===== src/hdl/tlmrh_pkg.sv =====
`default_nettype none
package tlmrh_pkg;

	localparam int LANE_COUNT = 3;
	localparam int WORD_W     = 64;
	localparam int HALF_W     = 32;

	typedef logic [WORD_W-1:0] word_t;
	typedef logic [HALF_W-1:0] half_t;

	localparam word_t SEED0 = 64'hFA153BE9AB2842EA;
	localparam word_t SEED1 = 64'hBABABABA01032587;
	localparam word_t SEED2 = 64'hC0DE15500DAFFAE7;

	localparam half_t BYTE_MULT = 32'h10E93214;
	localparam half_t MIX_MULT  = 32'h5BD1E995;

	localparam int FIN_SHIFT_A = 31;
	localparam int FIN_SHIFT_B = 33;

	// Datapath operations issued by the controller.
	typedef logic [3:0] dp_op_t;
	localparam dp_op_t OP_NONE     = 4'd0;
	localparam dp_op_t OP_ABS_XOR  = 4'd1;  // lanes ^ (swapped byte * BYTE_MULT)
	localparam dp_op_t OP_ABS_MUL  = 4'd2;  // partial products of x * MIX_MULT
	localparam dp_op_t OP_ABS_ROT  = 4'd3;  // sum, xor shift, rotate into lanes
	localparam dp_op_t OP_FIN_MULB = 4'd4;  // partial products of next lane * BYTE_MULT
	localparam dp_op_t OP_FIN_XOR  = 4'd5;  // x = h ^ product ^ (h >> 31)
	localparam dp_op_t OP_FIN_MULM = 4'd6;  // partial products of x * MIX_MULT
	localparam dp_op_t OP_FIN_LANE = 4'd7;  // finished lane enters slot 2, lanes shift down
	localparam dp_op_t OP_EMIT     = 4'd8;  // load digest register, reseed lanes

	function automatic word_t rotl64(input word_t x, input int unsigned r);
		return (x << r) | (x >> (WORD_W - r));
	endfunction

	function automatic word_t lane_seed(input int unsigned i);
		word_t s;
		case (i)
			0: s = SEED0;
			1: s = SEED1;
			default: s = SEED2;
		endcase
		return s;
	endfunction

endpackage
`default_nettype wire


===== src/hdl/tlmrh_ctrl.sv =====
`default_nettype none
module tlmrh_ctrl (
	input  wire logic            clk,
	input  wire logic            arst_n,
	input  wire logic            msg_valid,
	input  wire logic            msg_last,
	output logic                 msg_ready,
	input  wire logic            digest_ready,
	output logic                 digest_valid,
	output tlmrh_pkg::dp_op_t    op
);
	import tlmrh_pkg::*;

	localparam logic [2:0] S_IDLE = 3'd0;
	localparam logic [2:0] S_AMUL = 3'd1;
	localparam logic [2:0] S_AROT = 3'd2;
	localparam logic [2:0] S_FMB  = 3'd3;
	localparam logic [2:0] S_FX   = 3'd4;
	localparam logic [2:0] S_FMM  = 3'd5;
	localparam logic [2:0] S_FL   = 3'd6;
	localparam logic [2:0] S_EMIT = 3'd7;

	logic [2:0] state_q, state_d;
	logic       last_q;
	logic [1:0] fin_cnt_q;
	logic       out_valid_q;
	logic       slot_free;
	logic       emit;

	assign msg_ready    = (state_q == S_IDLE);
	assign digest_valid = out_valid_q;
	assign slot_free    = !out_valid_q || digest_ready;
	assign emit         = (state_q == S_EMIT) && slot_free;

	always_comb begin
		state_d = state_q;
		op      = OP_NONE;
		case (state_q)
			S_IDLE: begin
				if (msg_valid) begin
					op      = OP_ABS_XOR;
					state_d = S_AMUL;
				end
			end
			S_AMUL: begin
				op      = OP_ABS_MUL;
				state_d = S_AROT;
			end
			S_AROT: begin
				op      = OP_ABS_ROT;
				state_d = last_q ? S_FMB : S_IDLE;
			end
			S_FMB: begin
				op      = OP_FIN_MULB;
				state_d = S_FX;
			end
			S_FX: begin
				op      = OP_FIN_XOR;
				state_d = S_FMM;
			end
			S_FMM: begin
				op      = OP_FIN_MULM;
				state_d = S_FL;
			end
			S_FL: begin
				op      = OP_FIN_LANE;
				state_d = (fin_cnt_q == 2'(LANE_COUNT - 1)) ? S_EMIT : S_FMB;
			end
			S_EMIT: begin
				if (slot_free) begin
					op      = OP_EMIT;
					state_d = S_IDLE;
				end
			end
			default: state_d = S_IDLE;
		endcase
	end

	always_ff @(posedge clk or negedge arst_n) begin
		if (!arst_n) begin
			state_q     <= S_IDLE;
			last_q      <= 1'b0;
			fin_cnt_q   <= 2'd0;
			out_valid_q <= 1'b0;
		end else begin
			state_q <= state_d;
			if (msg_valid && msg_ready) begin
				last_q <= msg_last;
			end
			if (state_q == S_AROT) begin
				fin_cnt_q <= 2'd0;
			end else if (state_q == S_FL) begin
				fin_cnt_q <= fin_cnt_q + 2'd1;
			end
			if (emit) begin
				out_valid_q <= 1'b1;
			end else if (digest_ready) begin
				out_valid_q <= 1'b0;
			end
		end
	end

endmodule
`default_nettype wire


===== config.mk =====
export PLATFORM = sky130hd
export DESIGN_NAME = tlmrh_ctrl
export DESIGN_NICKNAME = d
export VERILOG_FILES = /design/src/hdl/tlmrh_pkg.sv /design/src/hdl/tlmrh_ctrl.sv
export SDC_FILE = /design/constraint.sdc
export NUM_CORES = 1
export LEC_CHECK = 0
export BUFFER_PORTS_ARGS = -buffer_cell sky130_fd_sc_hd__buf_2
export CORE_AREA = 8 8 45 47
export DETAILED_ROUTE_END_ITERATION = 7
export DIE_AREA = 0 0 53 55
export HOLD_SLACK_MARGIN = 0.1
export SYNTH_ARGS = -nofsm -noshare
export SYNTH_HDL_FRONTEND = slang
export SYNTH_SLANG_ARGS = --single-unit

===== constraint.sdc =====
create_clock -name clk -period 3.55 [get_ports clk]
set_input_delay 0.355 -clock clk [delete_from_list [all_inputs] [get_ports clk]]
set_output_delay 0.355 -clock clk [all_outputs]
set_load 0.05 [all_outputs]

# Word-level counts from Yosys, hierarchy flattened
# Index checks and enable logic that the tools add are counted.
[totals] reg_bits=7 input_bits=5 out_inout_bits=6 elab_cells=35
[classes] n_addsub=1 eq_ne=10 n_mux=12 reduce_logical=8
[op_table] op="case mux 4 bit (8 select lines)" count=1
[op_table] op="case mux 3 bit (8 select lines)" count=1
[op_table] op="equality test 3 bit, second input constant" count=4
[op_table] op="two-way mux 3 bit" count=3
[op_table] op="equality test 3 x 2 -> 1 bit, second input constant" count=2
[op_table] op="two-way mux 2 bit" count=3
[op_table] op="two-way mux 4 bit" count=1
[op_table] op="!= test 2 bit, second input constant" count=2
[op_table] op="nonzero test 2 bit" count=2
[op_table] op="equality test 3 x 1 -> 1 bit, second input constant" count=1
[op_table] op="zero test 3 bit" count=1
[op_table] op="two-way mux 1 bit" count=3
[op_table] op="adder 2 x 1 -> 2 bit, second input constant" count=1
[op_table] op="equality test 2 bit, second input constant" count=1
[op_table] op="logical AND 1 bit" count=2
[op_table] op="AND reduction 2 bit" count=1
[op_table] op="zero test 1 bit" count=1
[op_table] op="logical OR 1 bit" count=1

# Depth between registers and ports, before layout
# Gate-level depths: netlist of the first run.
[depth] ltp_word=4 depth_mapped=4 mapped_depth_nobuf=4

# Worst setup path before layout of the first run
# OpenSTA, ideal clock, no wires.
[synth_path] kind="register -> output" from="register out_valid_q, in the netlist digest_valid" to="output port op[3]" t_arrival_ns=1.475 required_ns=3.195 setup_slack_ns=1.720 stages_incl_launch_ff=3 path_buffers=0 path_cell_list="dfrtp_1 nor2b_1 nor2_1"
[synth_via] elab_chain_cells=4
[synth_rtl] item="start: declaration" line="tlmrh_ctrl.sv:26" source="logic out_valid_q;"
[synth_rtl] item="start signal: assignment" line="tlmrh_ctrl.sv:84" source="out_valid_q <= 1'b0;"
[synth_rtl] item="start signal: assignment" line="tlmrh_ctrl.sv:96" source="out_valid_q <= 1'b1;"
[synth_rtl] item="start signal: assignment" line="tlmrh_ctrl.sv:98" source="out_valid_q <= 1'b0;"
[synth_rtl] item="zero test 1 bit" line="tlmrh_ctrl.sv:32" source="assign slot_free = !out_valid_q || digest_ready;"
[synth_rtl] item="logical OR 1 bit" line="tlmrh_ctrl.sv:32"
[synth_rtl] item="two-way mux 4 bit" line="tlmrh_ctrl.sv:70" source="if (slot_free) begin"
[synth_rtl] item="case mux 4 bit (8 select lines)" line="tlmrh_ctrl.sv:38" source="case (state_q)"
[synth_rtl] item="end: declaration" line="tlmrh_ctrl.sv:10" source="output tlmrh_pkg::dp_op_t op"
# No other way between the ends.

# Worst setup path after layout of the first run
[layout_path] from="register state_q[2]" to="output port op[3]"
[layout_via] elab_chain_cells=2 elab_cells_between_ends=9 cone_classes="eq/ne: 7; mux: 1; reduce/logical: 1"
[layout_rtl] item="start: declaration" line="tlmrh_ctrl.sv:23" source="logic [2:0] state_q, state_d;"
[layout_rtl] item="start signal: assignment" line="tlmrh_ctrl.sv:86" source="state_q <= state_d;"
[layout_rtl] item="equality test 3 bit, or another cell as far along" line="tlmrh_ctrl.sv:38"
[layout_rtl] item="case mux 4 bit (8 select lines) (*)" line="tlmrh_ctrl.sv:38"
# Every way passes the cells marked *; elsewhere a longest branch is shown, timed or not.

==> impl_results.md, run 1 <==
- Syn nets: between 40 and 50
- Commonest non-fill, non-tap cells in the layout: buf_2 (10), dfrtp_1 (7), nand2_1 (4), a21oi_1 (4)
- Via count: 306
- Status: finished clean
- Area growth, synth to finish: 21.1%
- Mapped Area: just under 400 sq um
- Seq/Total Area, Yosys: 44.7%
- CP max stage cell: dfrtp_1
- Final Max Slew Viols: 0
- CP startpoint kind: flip-flop
- Share of cells above drive strength 1: approximately 32%
- # setup viols final: 0
- Crit path DAT: between 1 and 1.5 ns
- Die width: about 53 microns
- Dpl hpwl: a little under 600 microns
- Worst slack at placement: approximately 2.0 ns
- CTS resizes: 0
- Slew of the pin with the lowest slew margin: 0.393 ns
- Total track usage: 6.10%
- Cts hold-fix bufs: 1
- Post-synth EDFFs: 0
- Met2 wire len: approximately 350 microns
- Post-route antenna net violation count: 0
- Setup slack after layout: approximately 1.8 ns
- Worst slew margin: about three quarters
- Fin crit period: between 1.5 and 2 ns
- Overflow after GRT: 0
- Antenna violations before repair: 0
- Final GP Congestion: around 0.67
- CTS tree: yes
- Synth cell types: 23
- Fmax: between 500 and 600 MHz
- Async SR Flop Fraction: 100%
- CTS root buffer: clkbuf_4
- Worst reg2reg path depth: 3
- Max FO, Critical Path: 11
- # rows: 14
- #FFs+latches synth: 7
- Largest net degree at the start of global routing: 12
- Ys Warns: 0
- Nets: 60
- Post-route DRC violation count: 0
- CTS H-tree depth: 1
- Vias in the first global route: about 300
- Crit path max-delay family: flip-flops
- Ports: 11
- Initial Util: between 20% and 30%
- DIE HEIGHT: between 50 and 60 microns
- Fillers: 152
- Top FF cell, synth: dfrtp_1
- RSZ-0062 raised after global routing: false
- Skew-Pair Late Insertion Delay: 0.24 ns
- Clk sink count: 7
- Mean Syn Cell Area: about 9.6 sq um
- Worst Hold Class: in2reg
- Critical path capture point type: primary output
- CP Buf/Inv Count: 1
- Worst EP required: between 3 and 4 ns
- Setup Skew: slightly above 0.0008 ns
- Total wire length: ~750 microns
- Area leader, netlist: dfrtp_1
- Setup TNS Final: 0 ns
- Critical path depth in cells: 3
- Gate Count Post-Synth: a little over 40
- Die Area: 0.00292 sq mm
- Clock Tree Buf Depth: 2
- Total CTS buffers: 3
- Hold Vio Cnt, Final: 0
- WL met1: 330 microns
- First-pass GRT wire length: ~1300 microns
- Met3 WL: approximately 63 microns
- IO buf count: 10
- Top post-synthesis cells by area: dfrtp_1 (45%), a21oi_1 (5.1%), nor3_4 (4.2%)
- Drt via density: 4.43
- Worst Hold Path Cells: 2
- Initial DRC Count: 0
- Antenna cells: 0
- Commonest non-fill, non-tap cell in the layout: buf_2
- Hold_ws: about 0.34 ns
- Clock slew at reported path FFs: ~0.05 ns
- Core area: 0.00138 sq mm
- Fin crit share: 49.9%
- Avg WL per Cell: about 11 microns
- Crit-path max cell delay: approximately 0.57 ns
- Critical-path cell list: nand3_1 > nor2_1 > buf_2
- Max Cap Viol: 0
- Synth top area share: between 40 and 50%
- Reg2reg setup slack: between 2 and 2.5 ns
- Post-CTS setup buffers: 0
- Top Layer Used: met3
- Drt pass-1 iters: 1
- Worst setup path category: reg2out
==> worst paths after layout <==
path	endpoint	startpoint
min in group asynchronous	state_q[2]$_DFFE_PN0P_	arst_n
max in group asynchronous	fin_cnt_q[0]$_DFFE_PN0P_	arst_n
max reg2reg	last_q$_DFFE_PN0P_	state_q[0]$_DFFE_PN0P_
min	last_q$_DFFE_PN0P_	msg_last
max	op[3]	state_q[2]$_DFFE_PN0P_
min reg2reg	fin_cnt_q[0]$_DFFE_PN0P_	fin_cnt_q[0]$_DFFE_PN0P_
==> routing by layer <==
metal	up-vias	GRT usage, %
li1	161	-
met1	139	6.17
met2	6	9.38
met3	0	2.94
met4	0	5.17
met5	-	0
==> cell families after synthesis <==
group                    Yosys count  share of synthesized area, %
AND/OR/NAND/NOR                   14                          21.1
AO/OA/AOI/OAI                     10                          13.7
flip-flops                         7                          44.7
buffers and inverters              6                          8.94
XOR/XNOR                           2                          4.47
multiplexers                       1                          3.83
adder cells (fa/ha/maj)            1                          3.19
==> registers in the layout, indices dropped and copies added, names as in the netlist <==
signal        cells
state_q           3
fin_cnt_q         2
digest_valid      1
last_q            1
==> cell type report <==
type / count / area [sq um] / share of cell area (%)
repair buffers: 11 / 60.1 / 12.7
flip-flops and latches: 7 / 175 / 36.9
clock buffers: 4 / 26.3 / 5.54
multi-input cells: 28 / 181 / 38.3
inverters: 3 / 11.3 / 2.37
well taps: 16 / 20.0 / 4.22
==> through the flow <==
step	utilization, %	cell area (sq um)	cells
global route	34.3	474	69
finish	34.3	474	69
detailed placement	31.6	438	64
global placement	31.6	438	64
floorplan	-	392	41
CTS	34.3	474	69
==> Yosys cell counts, types with 2 or more instances <==
cell type,instances
nand2b_1,2
inv_1,3
a21oi_1,4
nor2_1,2
o21ai_0,3
nand2_1,4
dfrtp_1,7
Power of run 1 is not shown: default switching activity piles up to over one toggle a cycle in this logic, so the estimate is an artifact.
==> run 2: changes to the inputs <==
--- a/config.mk
+++ b/config.mk
@@ -5,6 +5,7 @@
 export SDC_FILE = /design/constraint.sdc
 export NUM_CORES = 1
 export LEC_CHECK = 0
+export ABC_AREA = 1
 export BUFFER_PORTS_ARGS = -buffer_cell sky130_fd_sc_hd__buf_2
 export CORE_AREA = 8 8 45 47
 export DETAILED_ROUTE_END_ITERATION = 7
==> constraint.sdc (replaced) <==
create_clock -name clk -period 1.8 [get_ports clk]
set_input_delay 0.18 -clock clk [delete_from_list [all_inputs] [get_ports clk]]
set_output_delay 0.18 -clock clk [all_outputs]
set_load 0.05 [all_outputs]
==> run 2 against run 1 <==
Clock skew about the same; sequential share of layout area decreased by 1.9 points; synthesized cell count increased by 29%; flip-flop and latch count unchanged; first-iteration DRC count increased by 6; final cell count increased by 20%; die area unchanged; global-route usage increased by 0.77 points.
==> impl_results.md, run 2 <==
- Seq/Total Area, Yosys: a little over two fifths
- Dpl hpwl: roughly 670 microns
- Syn nets: 59
- Mean Syn Cell Area: around 7.5 sq um
- Max FFs per register: 3
- Worst Hold Class: in2reg
- Met3 usage: roughly 1.9%
- Drt pass-1 iters: 3
- M1 GR Usage: 6.49%
- Slew of the pin with the lowest slew margin: 0.281 ns
- Crit path DAT: approximately 1.3 ns
- CP startpoint kind: flip-flop
- Drt via density: between 4 and 5
- First-pass GRT wire length: about 1400 microns
- GRT met2 Usage: between 10% and 20%
- Synth cell types: 16
- Antenna violations before repair: 0
- Core area: 0.00138 sq mm
- Worst EP required: roughly 1.6 ns
- Largest regs: state_q: 3 flops, fin_cnt_q: 2 flops
- Setup TNS Final: 0 ns
- #FFs+latches synth: 7
- Max FO, Critical Path: 8
- Largest net degree at the start of global routing: 9
- Post-CTS setup buffers: 0
- Reg2reg setup slack: 0.78 ns
- # rows: 14
- Gate Count Post-Synth: 53
- Max Cap Viol: 0
- Total wire length: between 800 and 900 microns
- Hold path start: digest_ready
- Initial Util: between 20 and 30%
- Mapped Area: between 300 and 400 sq um
- Synth cell count leaders: nand2_1 (11), inv_1 (9), dfrtp_1 (7)
- Commonest non-fill, non-tap cells in the layout: nand2_1 (11), buf_2 (10), inv_1 (9), dfrtp_1 (7)
- Top FF cell, synth: dfrtp_1
- Worst slew margin: 81.3%
- Hold Vio Cnt, Final: 0
- Worst Hold Path Cells: 2
- Setup Skew: ~0.0012 ns
- Clock Tree Buf Depth: 2
- Grt peak-use layer: met2
- Worst Hold End: digest_valid$_DFFE_PN0P_
- Area growth, synth to finish: 25.4%
- Fin area: approximately 500 sq um
- Clk sink count: 7
- Initial DRC Count: 6
- Synth top area share: about 44%
- Dpl cell area: around 460 sq um
- Cts hold-fix bufs: 1
- Avg WL per Cell: 10.5 microns
- Post-synth EDFFs: 0
- CTS H-tree depth: 1
- Skew-Pair Late Insertion Delay: about 0.25 ns
- DIE HEIGHT: 55 microns
- Final Max Slew Viols: 0
- Area leader, netlist: dfrtp_1
- Top post-synthesis cells by area: dfrtp_1 (44%), nand2_1 (10%), inv_1 (8.5%)
- CTS tree: yes
- Worst setup path category: reg2out
- Worst reg2reg path depth: 4
- Critical path capture point type: primary output
- Share of cells above drive strength 1: approximately 30%
- Ports: 11
- CTS root buffer: clkbuf_4
- Most frequent cell after synthesis: nand2_1
- Fin crit share: around 84%
- Clock slew at reported path FFs: 0.05 ns
- Final GP Congestion: about 0.82
- Reg2reg start: state_q[0]$_DFFE_PN0P_
- R2R Path End: last_q$_DFFE_PN0P_
- Die Area: around 0.0029 sq mm
- # setup viols final: 0
- Fmax: ~660 MHz
- IO buf count: 10
- CTS resizes: 0
- Total track usage: approximately 7%
- Total CTS buffers: 3
- Antenna cells: 0
- RSZ-0062 raised after global routing: false
- Nets: 74
- Fin crit period: about 1.5 ns
- Post-route DRC violation count: 0
- Via count: 356
- Die width: ~53 microns
- Async SR Flop Fraction: 100%
- Top reg by flops: state_q
- Status: finished clean
- Post-route antenna net violation count: 0
- Commonest non-fill, non-tap cell in the layout: nand2_1
- Overflow after GRT: 0
- Vias in the first global route: about 330
- Ys Warns: 0
-- run 2: cell count changes after synthesis, sizes merged, moves of 2 or more --
cell | previous run | this run
a21oi | 4 | 0
buf | 3 | 1
nand3 | 1 | 6
nand2b | 2 | 0
inv | 3 | 11
nor2 | 2 | 7
nand2 | 5 | 13
-- run 2: metal layers --
metal,vias to the layer above,wire [microns]
met2,5,428
met3,0,54
met1,161,387
li1,190,-
met4,0,0
met5,-,0
-- run 2: kinds of logic (layout without fill, tap and decap cells) --
kind of cell	after synthesis	after routing	synth area share, %
AO/OA/AOI/OAI	4	4	7.21
adder cells (fa/ha/maj)	1	1	3.13
buffers and inverters	12	26	11.6
flip-flops	7	7	43.9
AND/OR/NAND/NOR	29	29	34.2
-- run 2: how the worst max path moves through the flow --
stage,depth (start not counted),end,slack (ns),from
5_1_grt,3,op[3],0.18,state_q[0]$_DFFE_PN0P_
3_3_place_gp,3,op[3],0.57,state_q[0]$_DFFE_PN0P_
2_1_floorplan,2,msg_ready,0.02,state_q[0]$_DFFE_PN0P_
4_1_cts,3,op[3],0.26,state_q[0]$_DFFE_PN0P_
6_report,3,op[3],0.28,state_q[0]$_DFFE_PN0P_
3_5_place_dp,3,op[3],0.54,state_q[0]$_DFFE_PN0P_
-- run 2: cell type report --
type / instances / area (sq um)
Timing Repair Buffer: 11 / 60.1
Inverter: 11 / 41.3
Clock buffer: 4 / 26.3
Sequential cell: 7 / 175
Fill cell: 148 / 883
Tap cell: 16 / 20.0
Multi-Input combinational cell: 34 / 178
-- run 2: through the flow --
step | worst slack [ns] | instances | hold WS, ns | util [%]
after global placement | 0.572 | 78 | 0.0225 | 33.5
after CTS | 0.262 | 83 | 0.139 | 36.2
after global routing | 0.179 | 83 | 0.160 | 36.2
after detailed placement | 0.538 | 78 | 0.0223 | 33.5
final | 0.280 | 83 | 0.151 | 36.2
after floorplan | 0.0211 | 53 | -0.116 | -
-- run 2: critical path, cell delays in order (launching register included) --
cell and delay (ns):
dfrtp_1 0.50, nand3_1 0.21, nor2_1 0.12, buf_2 0.27
Power of run 2 is left out for the same reason.
